## src/lsh_pkg.sv

```systemverilog
// Shared types, codes and constants of the link sender handshake block.
package lsh_pkg;

	// Raw request codes on the input channel
	localparam logic [2:0] REQ_START      = 3'd0;
	localparam logic [2:0] REQ_TX_DONE    = 3'd1;
	localparam logic [2:0] REQ_TX_TIMEOUT = 3'd2;
	localparam logic [2:0] REQ_GOOD_FRAME = 3'd3;
	localparam logic [2:0] REQ_BAD_FRAME  = 3'd4;
	localparam logic [2:0] REQ_RX_TIMEOUT = 3'd5;

	// Action codes on the result channel
	localparam logic [2:0] ACT_NONE      = 3'd0;
	localparam logic [2:0] ACT_HELLO     = 3'd1;
	localparam logic [2:0] ACT_DATA      = 3'd2;
	localparam logic [2:0] ACT_ARM_GREET = 3'd3;
	localparam logic [2:0] ACT_ARM_ACK   = 3'd4;
	localparam logic [2:0] ACT_FINISH    = 3'd5;

	// Session status codes
	localparam logic [1:0] STAT_NONE    = 2'd0;
	localparam logic [1:0] STAT_SUCCESS = 2'd1;
	localparam logic [1:0] STAT_FAILED  = 2'd2;

	// Register indexes on the configuration port
	localparam logic [1:0] REG_PASSWORD = 2'd0;
	localparam logic [1:0] REG_DEVICE_ID = 2'd1;
	localparam logic [1:0] REG_HS_LIMIT = 2'd2;
	localparam logic [1:0] REG_TX_LIMIT = 2'd3;

	// Register reset values
	localparam logic [7:0]  RST_PASSWORD  = 8'd0;
	localparam logic [15:0] RST_DEVICE_ID = 16'd0;
	localparam logic [7:0]  RST_HS_LIMIT  = 8'd3;
	localparam logic [7:0]  RST_TX_LIMIT  = 8'd3;

	// The transmit retry counter saturates here
	localparam logic [7:0] CNT_MAX = 8'hFF;

	// Default queue depths
	localparam int CMD_DEPTH_DEF = 2;
	localparam int RSP_DEPTH_DEF = 2;

	typedef struct packed {
		logic [2:0]  req_type;
		logic [7:0]  payload_header;
		logic [7:0]  frame_first_byte;
		logic [15:0] frame_node_id;
	} req_t;

	typedef struct packed {
		logic [2:0]  action;
		logic [7:0]  tx_first_byte;
		logic [7:0]  tx_second_byte;
		logic [15:0] tx_node_id;
		logic [1:0]  session_status;
		logic        sequence_now;
	} rsp_t;

	typedef struct packed {
		logic [7:0]  link_password;
		logic [15:0] own_device_id;
		logic [7:0]  handshake_retry_limit;
		logic [7:0]  transmit_retry_limit;
	} cfg_t;

	// Classified event, as handed from the front to the back
	typedef enum logic [2:0] {
		EV_START,
		EV_TX_DONE,
		EV_TX_TIMEOUT,
		EV_GOOD_FRAME,
		EV_BAD_FRAME,
		EV_RX_TIMEOUT,
		EV_IGNORE
	} ev_t;

	typedef struct packed {
		ev_t        ev;
		logic [7:0] header;
		logic       ack_bit;
		logic       pw_ok;
		logic       id_ok;
	} cmd_t;

endpackage

```

## src/lsh_fifo.sv

```systemverilog
// Small register queue used between the front and back and on the result side.
module lsh_fifo #(
	parameter int WIDTH = 8,
	parameter int DEPTH = 2
) (
	input  logic             clk,
	input  logic             arst_n,
	input  logic             push,
	input  logic [WIDTH-1:0] wdata,
	output logic             full,
	input  logic             pop,
	output logic [WIDTH-1:0] rdata,
	output logic             empty
);
	localparam int PW = (DEPTH > 1) ? $clog2(DEPTH) : 1;
	localparam int CW = $clog2(DEPTH + 1);
	localparam logic [PW-1:0] LAST = PW'(DEPTH - 1);
	localparam logic [CW-1:0] FULLCNT = CW'(DEPTH);

	logic [WIDTH-1:0] mem_q [DEPTH];
	logic [PW-1:0] wr_ptr_q, rd_ptr_q;
	logic [CW-1:0] cnt_q;
	logic do_push, do_pop;

	assign full = (cnt_q == FULLCNT);
	assign empty = (cnt_q == '0);
	assign do_push = push && !full;
	assign do_pop = pop && !empty;
	assign rdata = mem_q[rd_ptr_q];

	// Storage, no reset needed
	always_ff @(posedge clk) begin
		if (do_push) begin
			mem_q[wr_ptr_q] <= wdata;
		end
	end

	// Pointers and fill count
	always_ff @(posedge clk or negedge arst_n) begin
		if (!arst_n) begin
			wr_ptr_q <= '0;
			rd_ptr_q <= '0;
			cnt_q <= '0;
		end else begin
			if (do_push) begin
				wr_ptr_q <= (wr_ptr_q == LAST) ? '0 : wr_ptr_q + PW'(1);
			end
			if (do_pop) begin
				rd_ptr_q <= (rd_ptr_q == LAST) ? '0 : rd_ptr_q + PW'(1);
			end
			if (do_push && !do_pop) begin
				cnt_q <= cnt_q + CW'(1);
			end else if (do_pop && !do_push) begin
				cnt_q <= cnt_q - CW'(1);
			end
		end
	end
endmodule

```

## src/lsh_front.sv

```systemverilog
// Front part: decodes an incoming item into an event and does the frame checks.
module lsh_front (
	input  lsh_pkg::req_t req,
	input  lsh_pkg::cfg_t cfg,
	output lsh_pkg::cmd_t cmd
);
	import lsh_pkg::*;

	// Event decode; unused codes are ignored downstream
	always_comb begin
		unique case (req.req_type)
			REQ_START:      cmd.ev = EV_START;
			REQ_TX_DONE:    cmd.ev = EV_TX_DONE;
			REQ_TX_TIMEOUT: cmd.ev = EV_TX_TIMEOUT;
			REQ_GOOD_FRAME: cmd.ev = EV_GOOD_FRAME;
			REQ_BAD_FRAME:  cmd.ev = EV_BAD_FRAME;
			REQ_RX_TIMEOUT: cmd.ev = EV_RX_TIMEOUT;
			default:        cmd.ev = EV_IGNORE;
		endcase
	end

	// Frame checks against the configured password and ID
	assign cmd.header = req.payload_header;
	assign cmd.ack_bit = req.frame_first_byte[7];
	assign cmd.pw_ok = (req.frame_first_byte == cfg.link_password);
	assign cmd.id_ok = (req.frame_node_id == cfg.own_device_id);
endmodule

```

## src/lsh_back.sv

```systemverilog
// Back part: session state machine, one classified event per cycle unless the result queue is full.
module lsh_back (
	input  logic          clk,
	input  logic          arst_n,
	input  lsh_pkg::cfg_t cfg,
	input  lsh_pkg::cmd_t cmd,
	input  logic          cmd_empty,
	output logic          cmd_pop,
	input  logic          rsp_full,
	output logic          rsp_push,
	output lsh_pkg::rsp_t rsp
);
	import lsh_pkg::*;

	typedef enum logic [2:0] {
		PH_IDLE,
		PH_HELLO_TX,
		PH_WAIT_GREET,
		PH_DATA_TX,
		PH_WAIT_ACK
	} phase_t;

	phase_t phase_q, phase_d;
	logic seq_q, seq_d;
	logic [7:0] hs_cnt_q, hs_cnt_d;
	logic [7:0] tx_cnt_q, tx_cnt_d;
	logic fresh_q, fresh_d;
	logic [7:0] hdr_q, hdr_d;
	logic [7:0] tx_inc;
	logic [7:0] tx_to;

	assign cmd_pop = !cmd_empty && !rsp_full;
	assign rsp_push = cmd_pop;
	assign tx_inc = (tx_cnt_q == CNT_MAX) ? tx_cnt_q : tx_cnt_q + 8'd1;
	// Count used by a receive timeout: only the first wait after the first data send is free
	assign tx_to = fresh_q ? tx_cnt_q : tx_inc;

	// Next state and action for the event at the queue head
	always_comb begin
		phase_d = phase_q;
		seq_d = seq_q;
		hs_cnt_d = hs_cnt_q;
		tx_cnt_d = tx_cnt_q;
		fresh_d = fresh_q;
		hdr_d = hdr_q;
		rsp = '0;
		rsp.action = ACT_NONE;
		rsp.session_status = STAT_NONE;
		unique case (phase_q)
			PH_IDLE: begin
				if (cmd.ev == EV_START) begin
					hdr_d = cmd.header;
					hs_cnt_d = '0;
					tx_cnt_d = '0;
					fresh_d = 1'b1;
					rsp.action = ACT_HELLO;
					phase_d = PH_HELLO_TX;
				end
			end
			PH_HELLO_TX: begin
				if (cmd.ev == EV_TX_DONE) begin
					rsp.action = ACT_ARM_GREET;
					phase_d = PH_WAIT_GREET;
				end else if (cmd.ev == EV_TX_TIMEOUT) begin
					rsp.action = ACT_HELLO;
				end
			end
			PH_WAIT_GREET: begin
				if (cmd.ev == EV_GOOD_FRAME) begin
					if (cmd.pw_ok && cmd.id_ok) begin
						tx_cnt_d = '0;
						fresh_d = 1'b1;
						rsp.action = ACT_DATA;
						phase_d = PH_DATA_TX;
					end else begin
						rsp.action = ACT_HELLO;
						phase_d = PH_HELLO_TX;
					end
				end else if (cmd.ev == EV_BAD_FRAME) begin
					rsp.action = ACT_HELLO;
					phase_d = PH_HELLO_TX;
				end else if (cmd.ev == EV_RX_TIMEOUT) begin
					if (hs_cnt_q < cfg.handshake_retry_limit) begin
						hs_cnt_d = hs_cnt_q + 8'd1;
						rsp.action = ACT_HELLO;
						phase_d = PH_HELLO_TX;
					end else begin
						rsp.action = ACT_FINISH;
						rsp.session_status = STAT_FAILED;
						phase_d = PH_IDLE;
					end
				end
			end
			PH_DATA_TX: begin
				if (cmd.ev == EV_TX_DONE || cmd.ev == EV_TX_TIMEOUT) begin
					rsp.action = ACT_ARM_ACK;
					phase_d = PH_WAIT_ACK;
				end
			end
			PH_WAIT_ACK: begin
				if (cmd.ev == EV_GOOD_FRAME) begin
					fresh_d = 1'b0;
					if (cmd.id_ok && (cmd.ack_bit == seq_q)) begin
						tx_cnt_d = '0;
						seq_d = !seq_q;
						rsp.action = ACT_FINISH;
						rsp.session_status = STAT_SUCCESS;
						phase_d = PH_IDLE;
					end else if (!cmd.id_ok) begin
						tx_cnt_d = tx_inc;
						if (tx_inc < cfg.transmit_retry_limit) begin
							rsp.action = ACT_DATA;
							phase_d = PH_DATA_TX;
						end else begin
							rsp.action = ACT_FINISH;
							rsp.session_status = STAT_FAILED;
							phase_d = PH_IDLE;
						end
					end else begin
						rsp.action = ACT_ARM_ACK;
					end
				end else if (cmd.ev == EV_BAD_FRAME) begin
					fresh_d = 1'b0;
					rsp.action = ACT_ARM_ACK;
				end else if (cmd.ev == EV_RX_TIMEOUT) begin
					fresh_d = 1'b0;
					tx_cnt_d = tx_to;
					if (tx_to < cfg.transmit_retry_limit) begin
						rsp.action = ACT_DATA;
						phase_d = PH_DATA_TX;
					end else begin
						rsp.action = ACT_FINISH;
						rsp.session_status = STAT_FAILED;
						phase_d = PH_IDLE;
					end
				end
			end
			default: begin
				phase_d = PH_IDLE;
			end
		endcase

		// Frame bytes follow the action
		if (rsp.action == ACT_HELLO) begin
			rsp.tx_first_byte = cfg.link_password;
			rsp.tx_second_byte = {7'd0, seq_q};
			rsp.tx_node_id = cfg.own_device_id;
		end else if (rsp.action == ACT_DATA) begin
			rsp.tx_first_byte = {seq_q, hdr_d[6:0]};
		end
		rsp.sequence_now = seq_d;
	end

	// Session state
	always_ff @(posedge clk or negedge arst_n) begin
		if (!arst_n) begin
			phase_q <= PH_IDLE;
			seq_q <= 1'b0;
			hs_cnt_q <= '0;
			tx_cnt_q <= '0;
			fresh_q <= 1'b1;
			hdr_q <= '0;
		end else if (cmd_pop) begin
			phase_q <= phase_d;
			seq_q <= seq_d;
			hs_cnt_q <= hs_cnt_d;
			tx_cnt_q <= tx_cnt_d;
			fresh_q <= fresh_d;
			hdr_q <= hdr_d;
		end
	end
endmodule

```

## src/link_sender_handshake_abp.sv

```systemverilog
// Top level of the link sender handshake block: config registers and queues.
//
// Usage: each radio or host event is pushed as one item on the request queue
// (push/full). Every accepted item yields exactly one result item on the
// result queue (empty/pop): the action to take, frame bytes for a hello or
// data send, the session status on finish and the current sequence bit.
// The front decodes each item and checks password and ID; a short command
// queue feeds the back, whose state machine handles one item per cycle while
// the result queue has room. Each result is written into the result queue by
// the back and shows on the result ports once it reaches the queue head.
// Throughput: one item per cycle, set by the state machine step in the back.
// When the consumer stops popping, the result queue fills, then the back
// holds, then the command queue fills and full rises; nothing is dropped.
// Reset clears the queues, the session state (idle, sequence bit 0, counters
// 0) and the registers (password 0, ID 0, both retry limits 3).
// Registers sit at byte addresses 0x0 password, 0x4 device ID, 0x8 handshake
// retry limit, 0xC transmit retry limit; write them only while idle.
module link_sender_handshake_abp #(
	parameter int CMD_DEPTH = lsh_pkg::CMD_DEPTH_DEF,
	parameter int RSP_DEPTH = lsh_pkg::RSP_DEPTH_DEF
) (
	input  logic          clk,
	input  logic          arst_n,
	input  logic          push,
	input  lsh_pkg::req_t req_item,
	output logic          full,
	input  logic          pop,
	output lsh_pkg::rsp_t rsp_item,
	output logic          empty,
	input  logic          psel,
	input  logic          penable,
	input  logic          pwrite,
	input  logic [3:0]    paddr,
	input  logic [31:0]   pwdata,
	output logic [31:0]   prdata,
	output logic          pready
);
	import lsh_pkg::*;

	cfg_t cfg_q;
	cmd_t cmd_in, cmd_out;
	logic cmd_empty, cmd_pop;
	logic rsp_full, rsp_push;
	rsp_t rsp_in;
	logic cfg_wr;

	// Configuration port
	assign pready = 1'b1;
	assign cfg_wr = psel && penable && pwrite && pready;

	always_ff @(posedge clk or negedge arst_n) begin
		if (!arst_n) begin
			cfg_q.link_password <= RST_PASSWORD;
			cfg_q.own_device_id <= RST_DEVICE_ID;
			cfg_q.handshake_retry_limit <= RST_HS_LIMIT;
			cfg_q.transmit_retry_limit <= RST_TX_LIMIT;
		end else if (cfg_wr) begin
			unique case (paddr[3:2])
				REG_PASSWORD:  cfg_q.link_password <= pwdata[7:0];
				REG_DEVICE_ID: cfg_q.own_device_id <= pwdata[15:0];
				REG_HS_LIMIT:  cfg_q.handshake_retry_limit <= pwdata[7:0];
				REG_TX_LIMIT:  cfg_q.transmit_retry_limit <= pwdata[7:0];
			endcase
		end
	end

	// Register read back
	always_comb begin
		unique case (paddr[3:2])
			REG_PASSWORD:  prdata = {24'd0, cfg_q.link_password};
			REG_DEVICE_ID: prdata = {16'd0, cfg_q.own_device_id};
			REG_HS_LIMIT:  prdata = {24'd0, cfg_q.handshake_retry_limit};
			REG_TX_LIMIT:  prdata = {24'd0, cfg_q.transmit_retry_limit};
		endcase
	end

	lsh_front u_front (
		.req (req_item),
		.cfg (cfg_q),
		.cmd (cmd_in)
	);

	lsh_fifo #(
		.WIDTH ($bits(cmd_t)),
		.DEPTH (CMD_DEPTH)
	) u_cmd_fifo (
		.clk    (clk),
		.arst_n (arst_n),
		.push   (push),
		.wdata  (cmd_in),
		.full   (full),
		.pop    (cmd_pop),
		.rdata  (cmd_out),
		.empty  (cmd_empty)
	);

	lsh_back u_back (
		.clk       (clk),
		.arst_n    (arst_n),
		.cfg       (cfg_q),
		.cmd       (cmd_out),
		.cmd_empty (cmd_empty),
		.cmd_pop   (cmd_pop),
		.rsp_full  (rsp_full),
		.rsp_push  (rsp_push),
		.rsp       (rsp_in)
	);

	lsh_fifo #(
		.WIDTH ($bits(rsp_t)),
		.DEPTH (RSP_DEPTH)
	) u_rsp_fifo (
		.clk    (clk),
		.arst_n (arst_n),
		.push   (rsp_push),
		.wdata  (rsp_in),
		.full   (rsp_full),
		.pop    (pop),
		.rdata  (rsp_item),
		.empty  (empty)
	);

	// Back never writes into a full result queue
	a_no_rsp_drop: assert property (@(posedge clk) disable iff (!arst_n)
		rsp_push |-> !rsp_full)
		else $error("result written into full queue");

	// An accepted item is waiting for the back on the next cycle
	a_cmd_held: assert property (@(posedge clk) disable iff (!arst_n)
		(push && !full) |=> !cmd_empty)
		else $error("accepted item lost before the back");

	// Finish always carries a status
	a_finish_status: assert property (@(posedge clk) disable iff (!arst_n)
		(!empty && rsp_item.action == ACT_FINISH) |-> (rsp_item.session_status != STAT_NONE))
		else $error("finish without status");

	// Status only appears with finish
	a_status_finish: assert property (@(posedge clk) disable iff (!arst_n)
		(!empty && rsp_item.session_status != STAT_NONE) |-> (rsp_item.action == ACT_FINISH))
		else $error("status without finish");
endmodule
```

## config.mk

```make
export PLATFORM = sky130hd
export DESIGN_NAME = link_sender_handshake_abp
export DESIGN_NICKNAME = d
export VERILOG_FILES = /design/src/lsh_pkg.sv /design/src/lsh_fifo.sv /design/src/lsh_front.sv /design/src/lsh_back.sv /design/src/link_sender_handshake_abp.sv
export SDC_FILE = /design/constraint.sdc
export NUM_CORES = 1
export LEC_CHECK = 0
export BUFFER_PORTS_ARGS = -buffer_cell sky130_fd_sc_hd__buf_4
export CORE_MARGIN = 1
export CORE_UTILIZATION = 60
export CTS_BUF_LIST = sky130_fd_sc_hd__clkbuf_4 sky130_fd_sc_hd__clkbuf_8
export DETAILED_ROUTE_END_ITERATION = 8
export GPL_TIMING_DRIVEN = 0
export HOLD_SLACK_MARGIN = 0.03
export MAX_ROUTING_LAYER = met4
export PLACE_DENSITY = 0.84
export SYNTH_ARGS = -nofsm -noshare
export SYNTH_HDL_FRONTEND = slang
export SYNTH_HIERARCHICAL = 1
export SYNTH_SLANG_ARGS = --single-unit
```

## constraint.sdc

```tcl
create_clock -name clk -period 6.8 [get_ports clk]
set_clock_uncertainty 0.05 [all_clocks]
set_input_delay 0.34 -clock clk [delete_from_list [all_inputs] [get_ports clk]]
set_output_delay 0.34 -clock clk [all_outputs]
set_load 0.02 [all_outputs]
```

==> flow_summary.ini <==
[sta]
worst_pin_slew_ns = 1.07
setup_viol = 0
layout_setup_ws_ns = 2.55
rsz0062_at_grt = false
maxSlewHeadroom = 0.281
whs_ns = 0.0596
timing.final.max_slew_violations = 0
fin_crit_ns = 4.25
setup_tns_ns = 0
final_hold_viol_count = 0
fmax_ghz = 0.235
period_share = 0.625

[cts]
clock_latency_ns = 0.47
cts_buffers = 17
ctsResizeCount = 0
clockBufferDepth = 2
path_clk_slew_ns = 0.09
cts_sinks = 178
cts-root-buf = clkbuf_8
cts_tree = yes
htree_num_levels = 4

[layout]
fillers = 1026
fin_area_um2 = 11100
fin_nets = 983
multi_input_area_um2 = 4000
seq_area_um2 = 4970
diodes = 0
layout-drive-gt1-share = 0.393
area_delta_synth_final_pct = 17.4

[floorplanning]
die_area_um2 = 16300
die_y_um = 128
start_util = 0.617
rows = 45
die_w_um = 128
ioPinCount = 151
core_um2 = 15300

[detailed_routing]
routedWlPerCell_um = 19.2
drtAntennaViolNets = 0
routed_wl_mm = 21.3
initialDrtViolationCount = 488
drc = 0
viasPerCell = 5.70
dr.pass1.iters = 7
vias = 6289

[logic_synthesis]
syn_area_um2 = 9450
syn-mean-instance-area_um2 = 13.1
synth_cells = 724
yosysWarnings = 6

[power_and_ir_drop]
power_w = 0.00451
p_per_area_nw_per_um2 = 406
ir_drop_mv = 0.276
p_leak_nw = 4.68

[grt]
grt_start_max_net_pins = 77
gr-total-overflow = 0
grt_pass1_vias = 6382
antenna_found_initial = 0
grt_pass1_wl_mm = 33.3
grt_use_total = 0.282

[placed_design]
gp_congestion = 0.882
port_buffers = 107
dp_hpwl_mm = 15.9
dp_slack_ns = 2.65
placedInstanceArea_um2 = 10600

[critical_path]
path_buf_inv = 2
crit_fanout = 10
crit_required_ns = 6.96
slowest_stage = dfrtp_1
start_kind = flop
critPathTopFamily = compound AO/OA/AOI/OAI gates
crit_chain = ha_1 -> and3_1 -> buf_4 -> nand2_4 -> o21ai_0 -> mux2_2 -> ha_1 -> a21oi_1 -> nor2_1 -> a211oi_1 -> nand3_1 -> a31o_2 -> and4bb_4 -> buf_6 -> a22o_1
worstPathArrival_ns = 4.41
path_class = reg -> reg
slowest_delay_ns = 0.49
crit_path_frequent_cell = ha_1
critPathCaptureType = flop

[worst_hold_path]
hold_path_class = in -> reg

[job]
max_cap_viol_count = 0

[outcome]
outcome = completed
## flip-flops by register name, indices dropped and copies added (netlist names)
signal / count
u_rsp_fifo/mem_q: 76
cfg_q: 40
u_cmd_fifo/mem_q: 26
u_back/hs_cnt_q: 8
u_back/tx_cnt_q: 8
u_back/hdr_q: 7
u_back/phase_q: 3
u_cmd_fifo/cnt_q: 2
u_rsp_fifo/cnt_q: 2
u_back/fresh_q: 1
u_back/seq_q: 1
u_cmd_fifo/rd_ptr_q: 1
u_cmd_fifo/wr_ptr_q: 1
u_rsp_fifo/rd_ptr_q: 1
u_rsp_fifo/wr_ptr_q: 1
## cell type report
type	instances	area share
Buffer	64	0.0433
Clock buffer	18	0.0223
Clock inverter	14	0.0123
Inverter	24	0.00812
Multi-Input combinational cell	479	0.360
Sequential cell	178	0.448
Tap cell	211	0.0238
Timing Repair Buffer	116	0.0821
## worst paths after layout
path / slack, ns / from / depth (start not counted) / endpoint
setup / recovery: 2.55 / u_back/tx_cnt_q[0]$_DFFE_PN0P_ / 15 / u_rsp_fifo/mem_q[1][31]$_DFFE_PP_
hold / removal: 0.06 / pwdata[8] / 2 / cfg_q[24]$_DFFE_PN0P_
setup reg to reg: 2.55 / u_back/tx_cnt_q[0]$_DFFE_PN0P_ / 15 / u_rsp_fifo/mem_q[1][31]$_DFFE_PP_
hold reg to reg: 0.45 / u_cmd_fifo/wr_ptr_q$_DFFE_PN0N_ / 1 / u_cmd_fifo/wr_ptr_q$_DFFE_PN0N_
max in group asynchronous: 5.52 / arst_n / 2 / cfg_q[24]$_DFFE_PN0P_
min in group asynchronous: 0.53 / arst_n / 2 / u_back/tx_cnt_q[6]$_DFFE_PN0P_
## placed cells by master, fill, tap and decap left out, types with 3 or more instances in the layout
| cell | instances |
|---|---|
| and3b_1 | 3 |
| conb_1 | 24 |
| nand2b_1 | 8 |
| o21a_1 | 4 |
| ha_1 | 25 |
| clkbuf_8 | 18 |
| nand2_1 | 27 |
| clkbuf_1 | 6 |
| inv_1 | 22 |
| nor3_1 | 7 |
| buf_6 | 4 |
| dfstp_2 | 5 |
| nand4_1 | 13 |
| edfxtp_1 | 102 |
| buf_2 | 10 |
| a21oi_1 | 20 |
| and2_1 | 27 |
| o21ai_0 | 19 |
| xor2_1 | 5 |
| o21ai_1 | 6 |
| inv_8 | 3 |
| buf_4 | 148 |
| or3_1 | 6 |
| xnor2_1 | 33 |
| and3_1 | 4 |
| dlygate4sd3_1 | 8 |
| nand3b_1 | 4 |
| o211ai_1 | 6 |
| dfrtp_1 | 71 |
| a211oi_1 | 5 |
| nand3_1 | 19 |
| mux2_4 | 29 |
| mux2_2 | 84 |
| mux4_2 | 8 |
| nor2_1 | 25 |
| inv_6 | 5 |
| a22o_1 | 10 |
| a22oi_1 | 4 |
## stage by stage
step | util | std cells
floorplan | - | 745
global placement | 0.692 | 1063
detailed placement | 0.694 | 1064
CTS | 0.725 | 1104
global route | 0.725 | 1104
finish | 0.725 | 1104
## worst reg2reg max path, cell delays in order, from the launching register on
cell	delay, ns
dfrtp_1	0.49
ha_1	0.31
and3_1	0.20
buf_4	0.16
nand2_4	0.12
o21ai_0	0.20
mux2_2	0.34
ha_1	0.30
a21oi_1	0.15
nor2_1	0.06
a211oi_1	0.41
nand3_1	0.22
a31o_2	0.29
and4bb_4	0.27
buf_6	0.17
a22o_1	0.27
## metal layers
metal  wire length (µm)  vias to the layer above  track usage
met3               1280                       37       0.0498
met2              10500                      247        0.466
met4                486                        0        0.104
li1                   -                     2923            -
met5                  0                        -            -
met1               8950                     3082        0.351
## what timing repair did
action	CTS	global route
buffers inserted	0	0
endpoints found under the hold margin	46	0
endpoints found under the setup margin	0	0
hold buffers	8	0
## power breakdown
| group | switching, W | leakage (nW) | total, W | internal, W |
|---|---|---|---|---|
| Clock | 0.000419 | 0.198 | 0.000700 | 0.000281 |
| Sequential | 0.000184 | 1.92 | 0.00179 | 0.00161 |
| Combinational | 0.00110 | 2.56 | 0.00202 | 0.000919 |
| Total | 0.00170 | 4.68 | 0.00451 | 0.00281 |
No activity file was read; power rests on OpenSTA's default activity.
